`src/amavg_pkg.sv`:
```
// Package for the angle moving average block: sizes, types, angle constants
// and request codes. No dependencies.
`default_nettype none
package amavg_pkg;

  localparam int WINDOW_DEPTH = 5;

  localparam int ANGLE_W = 9;
  localparam int OUT_W   = 10;
  localparam int CNT_W   = $clog2(WINDOW_DEPTH + 1);
  localparam int IDX_W   = (WINDOW_DEPTH > 1) ? $clog2(WINDOW_DEPTH) : 1;
  // worst sample after the wrap adjustment is 179 + 360
  localparam int SUM_W   = $clog2(WINDOW_DEPTH * 539 + 1);
  localparam int STEP_W  = $clog2(SUM_W + 1);

  typedef logic [ANGLE_W-1:0] angle_t;
  typedef logic [CNT_W-1:0]   cnt_t;
  typedef logic [IDX_W-1:0]   idx_t;
  typedef logic [SUM_W-1:0]   sum_t;
  typedef logic [OUT_W-1:0]   res_t;

  localparam angle_t ANGLE_MAX = 9'd359;
  localparam angle_t FULL_TURN = 9'd360;
  localparam angle_t HALF_TURN = 9'd180;
  localparam angle_t LOW_EDGE  = 9'd90;
  localparam angle_t HIGH_EDGE = 9'd270;
  localparam res_t   RES_EMPTY = '1;

  localparam logic REQ_ADD   = 1'b0;
  localparam logic REQ_CLEAR = 1'b1;

  typedef struct packed {
    logic   upd;
    logic   clr;
    angle_t angle;
  } win_cmd_t;

endpackage
`default_nettype wire

```
`src/angle_moving_average_wrap.sv`:
```
// Top level of the angle moving average with wrap at 0/360 degrees.
// Depends on amavg_pkg, amavg_window and amavg_div.
//
//   channel | signals                          | direction
//   --------+----------------------------------+----------
//   in      | in_valid, in_stall, req_type, angle | into block
//   out     | out_valid, out_stall, smoothed_angle | out of block
//
// One transaction in gives one transaction out. A transaction is a scan of
// the window, one entry a cycle, then the bit-serial divide by the count. An
// empty window skips the divide. Reset clears the count and control state. A
// result held by out_stall waits in the output register; the next input
// transaction is taken once the block is idle again.
`default_nettype none
module angle_moving_average_wrap (
  input  wire                             clk,
  input  wire                             rst,
  input  wire                             in_valid,
  output logic                            in_stall,
  input  wire                             req_type,
  input  wire  [amavg_pkg::ANGLE_W-1:0]   angle,
  output logic                            out_valid,
  input  wire                             out_stall,
  output logic signed [amavg_pkg::OUT_W-1:0] smoothed_angle
);
  import amavg_pkg::*;

  localparam logic [2:0] ST_IDLE = 3'd0;
  localparam logic [2:0] ST_SCAN = 3'd1;
  localparam logic [2:0] ST_DSTA = 3'd2;
  localparam logic [2:0] ST_DWAI = 3'd3;
  localparam logic [2:0] ST_FIN  = 3'd4;

  logic [2:0] state;
  win_cmd_t   cmd;
  idx_t       idx;
  angle_t     rd_data;
  cnt_t       count;
  sum_t       raw_sum;
  sum_t       adj_sum;
  logic       has_low;
  logic       has_high;
  logic       div_start;
  logic       div_done;
  sum_t       quotient;
  res_t       res;
  res_t       mean;
  logic       in_acc;

  assign in_stall  = rst || (state != ST_IDLE);
  assign in_acc    = in_valid && !in_stall;
  assign div_start = (state == ST_DSTA);
  assign mean      = quotient[OUT_W-1:0];

  always_comb begin
    cmd.upd   = in_acc;
    cmd.clr   = req_type;
    cmd.angle = (angle > ANGLE_MAX) ? ANGLE_MAX : angle;
  end

  amavg_window u_window (
    .clk     (clk),
    .rst     (rst),
    .cmd     (cmd),
    .rd_idx  (idx),
    .rd_data (rd_data),
    .count   (count)
  );

  amavg_div u_div (
    .clk      (clk),
    .rst      (rst),
    .start    (div_start),
    .dividend ((has_low && has_high) ? adj_sum : raw_sum),
    .divisor  (count),
    .done     (div_done),
    .quotient (quotient)
  );

  always_ff @(posedge clk) begin
    if (rst) begin
      state     <= ST_IDLE;
      out_valid <= 1'b0;
    end else begin
      unique case (state)
        ST_IDLE: begin
          if (in_acc) state <= ST_SCAN;
        end
        ST_SCAN: begin
          if (count == '0) begin
            state <= ST_FIN;
          end else if (CNT_W'(idx) + 1'b1 == count) begin
            state <= ST_DSTA;
          end
        end
        ST_DSTA: state <= ST_DWAI;
        ST_DWAI: begin
          if (div_done) state <= ST_FIN;
        end
        ST_FIN: begin
          if (!out_valid || !out_stall) state <= ST_IDLE;
        end
        default: state <= ST_IDLE;
      endcase
      if (state == ST_FIN && (!out_valid || !out_stall)) begin
        out_valid <= 1'b1;
      end else if (out_valid && !out_stall) begin
        out_valid <= 1'b0;
      end
    end
  end

  always_ff @(posedge clk) begin
    if (in_acc) begin
      idx      <= '0;
      raw_sum  <= '0;
      adj_sum  <= '0;
      has_low  <= 1'b0;
      has_high <= 1'b0;
    end else if (state == ST_SCAN && count != '0) begin
      idx      <= idx + 1'b1;
      raw_sum  <= raw_sum + SUM_W'(rd_data);
      adj_sum  <= adj_sum + SUM_W'(rd_data)
                  + ((rd_data < HALF_TURN) ? SUM_W'(FULL_TURN) : '0);
      if (rd_data < LOW_EDGE)  has_low  <= 1'b1;
      if (rd_data > HIGH_EDGE) has_high <= 1'b1;
    end
  end

  always_ff @(posedge clk) begin
    if (state == ST_SCAN && count == '0) begin
      res <= RES_EMPTY;
    end else if (state == ST_DWAI && div_done) begin
      res <= (mean >= OUT_W'(FULL_TURN)) ? mean - OUT_W'(FULL_TURN) : mean;
    end
    if (state == ST_FIN && (!out_valid || !out_stall)) begin
      smoothed_angle <= res;
    end
  end

endmodule
`default_nettype wire

```
`src/amavg_window.sv`:
```
// Sample window: WINDOW_DEPTH angle entries, oldest first, and the fill count.
// Depends on amavg_pkg.
`default_nettype none
module amavg_window (
  input  wire                  clk,
  input  wire                  rst,
  input  amavg_pkg::win_cmd_t  cmd,
  input  amavg_pkg::idx_t      rd_idx,
  output amavg_pkg::angle_t    rd_data,
  output amavg_pkg::cnt_t      count
);
  import amavg_pkg::*;

  angle_t entry [WINDOW_DEPTH];
  logic   full;

  assign full    = (count >= CNT_W'(WINDOW_DEPTH));
  assign rd_data = entry[rd_idx];

  always_ff @(posedge clk) begin
    if (rst) begin
      count <= '0;
    end else if (cmd.upd) begin
      if (cmd.clr == REQ_CLEAR) begin
        count <= '0;
      end else if (!full) begin
        count <= count + 1'b1;
      end
    end
  end

  always_ff @(posedge clk) begin
    if (cmd.upd && (cmd.clr == REQ_ADD)) begin
      if (!full) begin
        entry[count[IDX_W-1:0]] <= cmd.angle;
      end else begin
        for (int i = 0; i < WINDOW_DEPTH - 1; i++) begin
          entry[i] <= entry[i+1];
        end
        entry[WINDOW_DEPTH-1] <= cmd.angle;
      end
    end
  end

endmodule
`default_nettype wire

```
`src/amavg_div.sv`:
```
// Bit-serial restoring divider: one quotient bit per cycle.
// Depends on amavg_pkg.
`default_nettype none
module amavg_div (
  input  wire              clk,
  input  wire              rst,
  input  wire              start,
  input  amavg_pkg::sum_t  dividend,
  input  amavg_pkg::cnt_t  divisor,
  output logic             done,
  output amavg_pkg::sum_t  quotient
);
  import amavg_pkg::*;

  logic              busy;
  logic [STEP_W-1:0] steps;
  cnt_t              rem;
  cnt_t              rem_next;
  logic [CNT_W:0]    trial;
  logic [CNT_W:0]    diff;
  logic              ge;

  always_comb begin
    trial    = {rem, quotient[SUM_W-1]};
    diff     = trial - {1'b0, divisor};
    ge       = (trial >= {1'b0, divisor});
    rem_next = ge ? diff[CNT_W-1:0] : trial[CNT_W-1:0];
  end

  always_ff @(posedge clk) begin
    if (rst) begin
      busy  <= 1'b0;
      done  <= 1'b0;
      steps <= '0;
    end else begin
      done <= 1'b0;
      if (start) begin
        busy  <= 1'b1;
        steps <= STEP_W'(SUM_W);
      end else if (busy) begin
        steps <= steps - 1'b1;
        if (steps == STEP_W'(1)) begin
          busy <= 1'b0;
          done <= 1'b1;
        end
      end
    end
  end

  always_ff @(posedge clk) begin
    if (start) begin
      quotient <= dividend;
      rem      <= '0;
    end else if (busy) begin
      quotient <= {quotient[SUM_W-2:0], ge};
      rem      <= rem_next;
    end
  end

endmodule
`default_nettype wire
```
`config.mk`:
```
export PLATFORM = sky130hd
export DESIGN_NAME = angle_moving_average_wrap
export DESIGN_NICKNAME = d
export VERILOG_FILES = /design/src/amavg_pkg.sv /design/src/angle_moving_average_wrap.sv /design/src/amavg_window.sv /design/src/amavg_div.sv
export SDC_FILE = /design/constraint.sdc
export NUM_CORES = 1
export LEC_CHECK = 0
export ABC_AREA = 1
export BUFFER_PORTS_ARGS = -buffer_cell sky130_fd_sc_hd__buf_2
export CAP_MARGIN = 15
export CORE_UTILIZATION = 52
export DETAILED_ROUTE_END_ITERATION = 12
export PLACE_DENSITY_LB_ADDON = 0.2
export SLEW_MARGIN = 0
export SYNTH_ARGS = -nofsm -noshare
export SYNTH_HDL_FRONTEND = slang
export SYNTH_SLANG_ARGS = --single-unit
```
`constraint.sdc`:
```
create_clock -name clk -period 6.99 [get_ports clk]
set_clock_uncertainty 0.15 [all_clocks]
set_input_delay 0.699 -clock clk [delete_from_list [all_inputs] [get_ports clk]]
set_output_delay 0.699 -clock clk [all_outputs]
set_load 0.03 [all_outputs]
```
==> flow_summary_export.csv <==
group,metric,value,unit
clocking,clock-sinks,152,
clocking,clk_latency,420,ps
global_route,track_usage,0.225,
drt,wl_per_cell,13.9,um
drt,drc,0,
clocking,tritoncts,"done",
logic_synthesis,yosysUniqueCellTypes,37,
die,die_height,127,um
cells_and_area,nets,1072,
global_route,grt_overflow,0,
timing,setup_violations,0,
logic_synthesis,synth_xor_xnor_area_share,0.0141,
logic_synthesis,synth_top_family_by_area,"simple AND/OR/NAND/NOR gates",
timing,hold_viol_final,0,
pwr,irDropWorstVdd,0.000195,V
logic_synthesis,synth_simple_gate_area_frac,0.215,
drt,wl,17000,um
worst_setup_path,end_kind,"register",
job,maxCapViolations,0,
die,io_pins,26,
logic_synthesis,ys_async_sr_fraction,0,
global_route,antenna_found_initial,0,
clocking,cts.htree.levels,4,
drt,ant_nets,0,
hold_path,min_path_type,"register to register",
logic_synthesis,synth_top_cell_area_share,0.350,
timing,tns,0,ps
worst_setup_path,critPathKind,"register to register",
logic_synthesis,ys_warn_count,0,
clocking,cts_root_buf,"clkbuf_16",
logic_synthesis,yosysTopAreaCell,"edfxtp_1",
drt,via_per_inst,5.21,
placed_design,pre_cts_slack,2910,ps
cells_and_area,seqCellArea,0.00398,sq mm
worst_setup_path,cp.required,7150,ps
cells_and_area,multi_input_area,0.00342,sq mm
placed_design,dp_hpwl,12300,um
pwr,power_density,411,mW/mm^2
die,start_util,0.533,
worst_setup_path,crit_top_cell,"nand2_1",
cells_and_area,antenna_cells,0,
clocking,clk_pin_slew,60,ps
global_route,grt_pass1_wl,28000,um
clocking,hold_buffers,0,
worst_setup_path,start_kind,"register",
worst_setup_path,slowest_delay,860,ps
logic_synthesis,synth.area.mux_share,0,
drt,via_count,6357,
logic_synthesis,ys_ff_latch,152,
cells_and_area,fillers,1326,
timing,rsz0062_at_grt,"false",
drt,drt_iter0_markers,408,
timing,drv_slew,0,
timing,slew-limit-headroom,0.408,
logic_synthesis,yosysMostFrequentCell,"nand2_1",
die,core_area,0.0151,sq mm
clocking,cts-buffers-inserted,17,
logic_synthesis,ys_dominant_reg_cell,"edfxtp_1",
global_route,grt_max_degree,42,
drt,firstDrtPassIters,5,
timing,max_freq,0.242,GHz
cells_and_area,drive_gt1_frac,0.0814,
placed_design,gp_congestion,0.850,
clocking,clockBufferDepth,2,
worst_setup_path,path_delay_family,"simple AND/OR/NAND/NOR gates",
die,fp-row-count,45,
clocking,post-cts-setup-buffers,0,
timing,fin_ws,2850,ps
logic_synthesis,synthAdderAreaFrac,0.0633,
logic_synthesis,syn_inst,978,
logic_synthesis,avgSynthCellArea,8.25,sq um
logic_synthesis,synth_edf_count,94,
die,die-width,127,um
worst_setup_path,crit_slowest_cell,"dfxtp_1",
logic_synthesis,syn-cell-area,0.00807,sq mm
pwr,p_leak,4.19,nW
placed_design,io_buffers,25,
worst_setup_path,critPathMaxFanout,20,
die,die-area,0.0160,sq mm
logic_synthesis,synthTopCellsByCount,"nand2_1, inv_1, edfxtp_1",
worst_setup_path,cp_num_buf_inv,3,
global_route,grt_pass1_vias,5776,
logic_synthesis,yosysSeqAreaShare,0.494,
worst_setup_path,cp.arrival,4300,ps
clocking,cts-resized-gates,0,
timing,worst_pin_slew,888,ps
logic_synthesis,synth_compound_area_frac,0.119,
timing,min_period,4140,ps
cells_and_area,area_growth,11.4,%
worst_setup_path,crit_chain,"inv_2 -> nand3_1 -> nand2_1 -> o21ai_1 -> nand2_1 -> nor2_2 -> nand2_2 -> nand2_1 -> nand2_1 -> nand2_1 -> inv_1 -> ha_1 -> ha_1 -> a21oi_1 -> o21ai_0 -> a21oi_1 -> or2_2 -> nand3_1 -> o211ai_1 -> inv_1",
logic_synthesis,synth.area.top_cells,"edfxtp_1, dfxtp_1, nand2_1",
timing,period_share,0.592,
status,status,"finished, final reports clean",
cell families after synthesis:
group / after synthesis
AND/OR/NAND/NOR: 412
other: 1
buffers and inverters: 188
AO/OA/AOI/OAI: 173
adder cells (fa/ha/maj): 39
XOR/XNOR: 13
flip-flops: 152
through the flow:
step	util	hold slack, ps	std cells	cell area, sq um	power [W]
floorplan	-	259	1004	8160	0.00245
finish	0.593	276	1220	8990	0.00369
CTS	0.593	277	1220	8990	0.00371
global placement	0.554	261	1188	8380	0.00273
global route	0.593	288	1220	8990	0.00399
detailed placement	0.554	263	1188	8380	0.00276
power by group:
| part | switching (W) | internal, W | total (W) |
|---|---|---|---|
| Sequential | 0.000128 | 0.00111 | 0.00124 |
| Combinational | 0.000979 | 0.000530 | 0.00151 |
| Clock | 0.000377 | 0.000563 | 0.000940 |
worst paths after layout:
path | start | to | slack (ps) | depth (start not counted)
max | register | adj_sum[6] | 2850 | 20
min | res[6] | smoothed_angle[6] | 280 | 0
max reg2reg | register | adj_sum[6] | 2850 | 20
min reg2reg | res[6] | smoothed_angle[6] | 280 | 0
worst reg2reg max path, delay by kind of cell (launching register included):
kind,cells,cell delay (ps)
and+or+nand+nor,10,1020
AOI/OAI and AO/OA,5,990
DFF,1,860
adders and majority gates,2,620
buffers and inverters,3,430
area by class of cell:
type	instances	share of cell area
Sequential cell	152	0.443
Inverter	154	0.0643
Clock buffer	21	0.0525
Multi-Input combinational cell	664	0.381
Tap cell	188	0.0262
Timing Repair Buffer	30	0.0181
Clock inverter	11	0.0146
per-layer routing:
layer | part of all wire | routed length [um] | global-route usage
met1 | 0.48 | 8240 | 0.309
met4 | 0.013 | 225 | 0.0737
met2 | 0.45 | 7680 | 0.362
met3 | 0.050 | 850 | 0.0396
met5 | 0 | 0 | 0
layout by cell type, fill, tap and decap left out, types with 3 or more instances in the layout:
| cell | netlist | routed |
|---|---|---|
| xor2_1 | 11 | 11 |
| edfxtp_1 | 94 | 94 |
| o21ai_1 | 5 | 5 |
| nand2_1 | 221 | 221 |
| conb_1 | 1 | 27 |
| buf_4 | 6 | 5 |
| nor3_1 | 6 | 6 |
| nand2_2 | 4 | 4 |
| a31oi_1 | 7 | 7 |
| buf_2 | 9 | 25 |
| fa_1 | 3 | 3 |
| inv_1 | 147 | 147 |
| o21ai_0 | 80 | 80 |
| nand4_1 | 7 | 7 |
| inv_2 | 4 | 4 |
| o22ai_1 | 9 | 9 |
| o211ai_1 | 14 | 14 |
| dfxtp_1 | 58 | 58 |
| ha_1 | 36 | 36 |
| inv_6 | 0 | 5 |
| nor2_2 | 4 | 4 |
| clkinv_1 | 3 | 3 |
| a21oi_1 | 44 | 44 |
| clkbuf_16 | 0 | 18 |
| nor2_1 | 70 | 70 |
| or2_2 | 9 | 9 |
| o21bai_1 | 4 | 4 |
| nand3_1 | 88 | 88 |
| a21o_1 | 4 | 4 |
registers in the layout, indices dropped and copies added (netlist names), 4 cells and up, named ones only:
| signal | count |
|---|---|
| u_window.entry | 72 |
| adj_sum | 12 |
| raw_sum | 12 |
| u_div.quotient | 12 |
| res | 10 |
| smoothed_angle | 10 |
| u_div.steps | 4 |
Power figures use the tool's default switching activity.
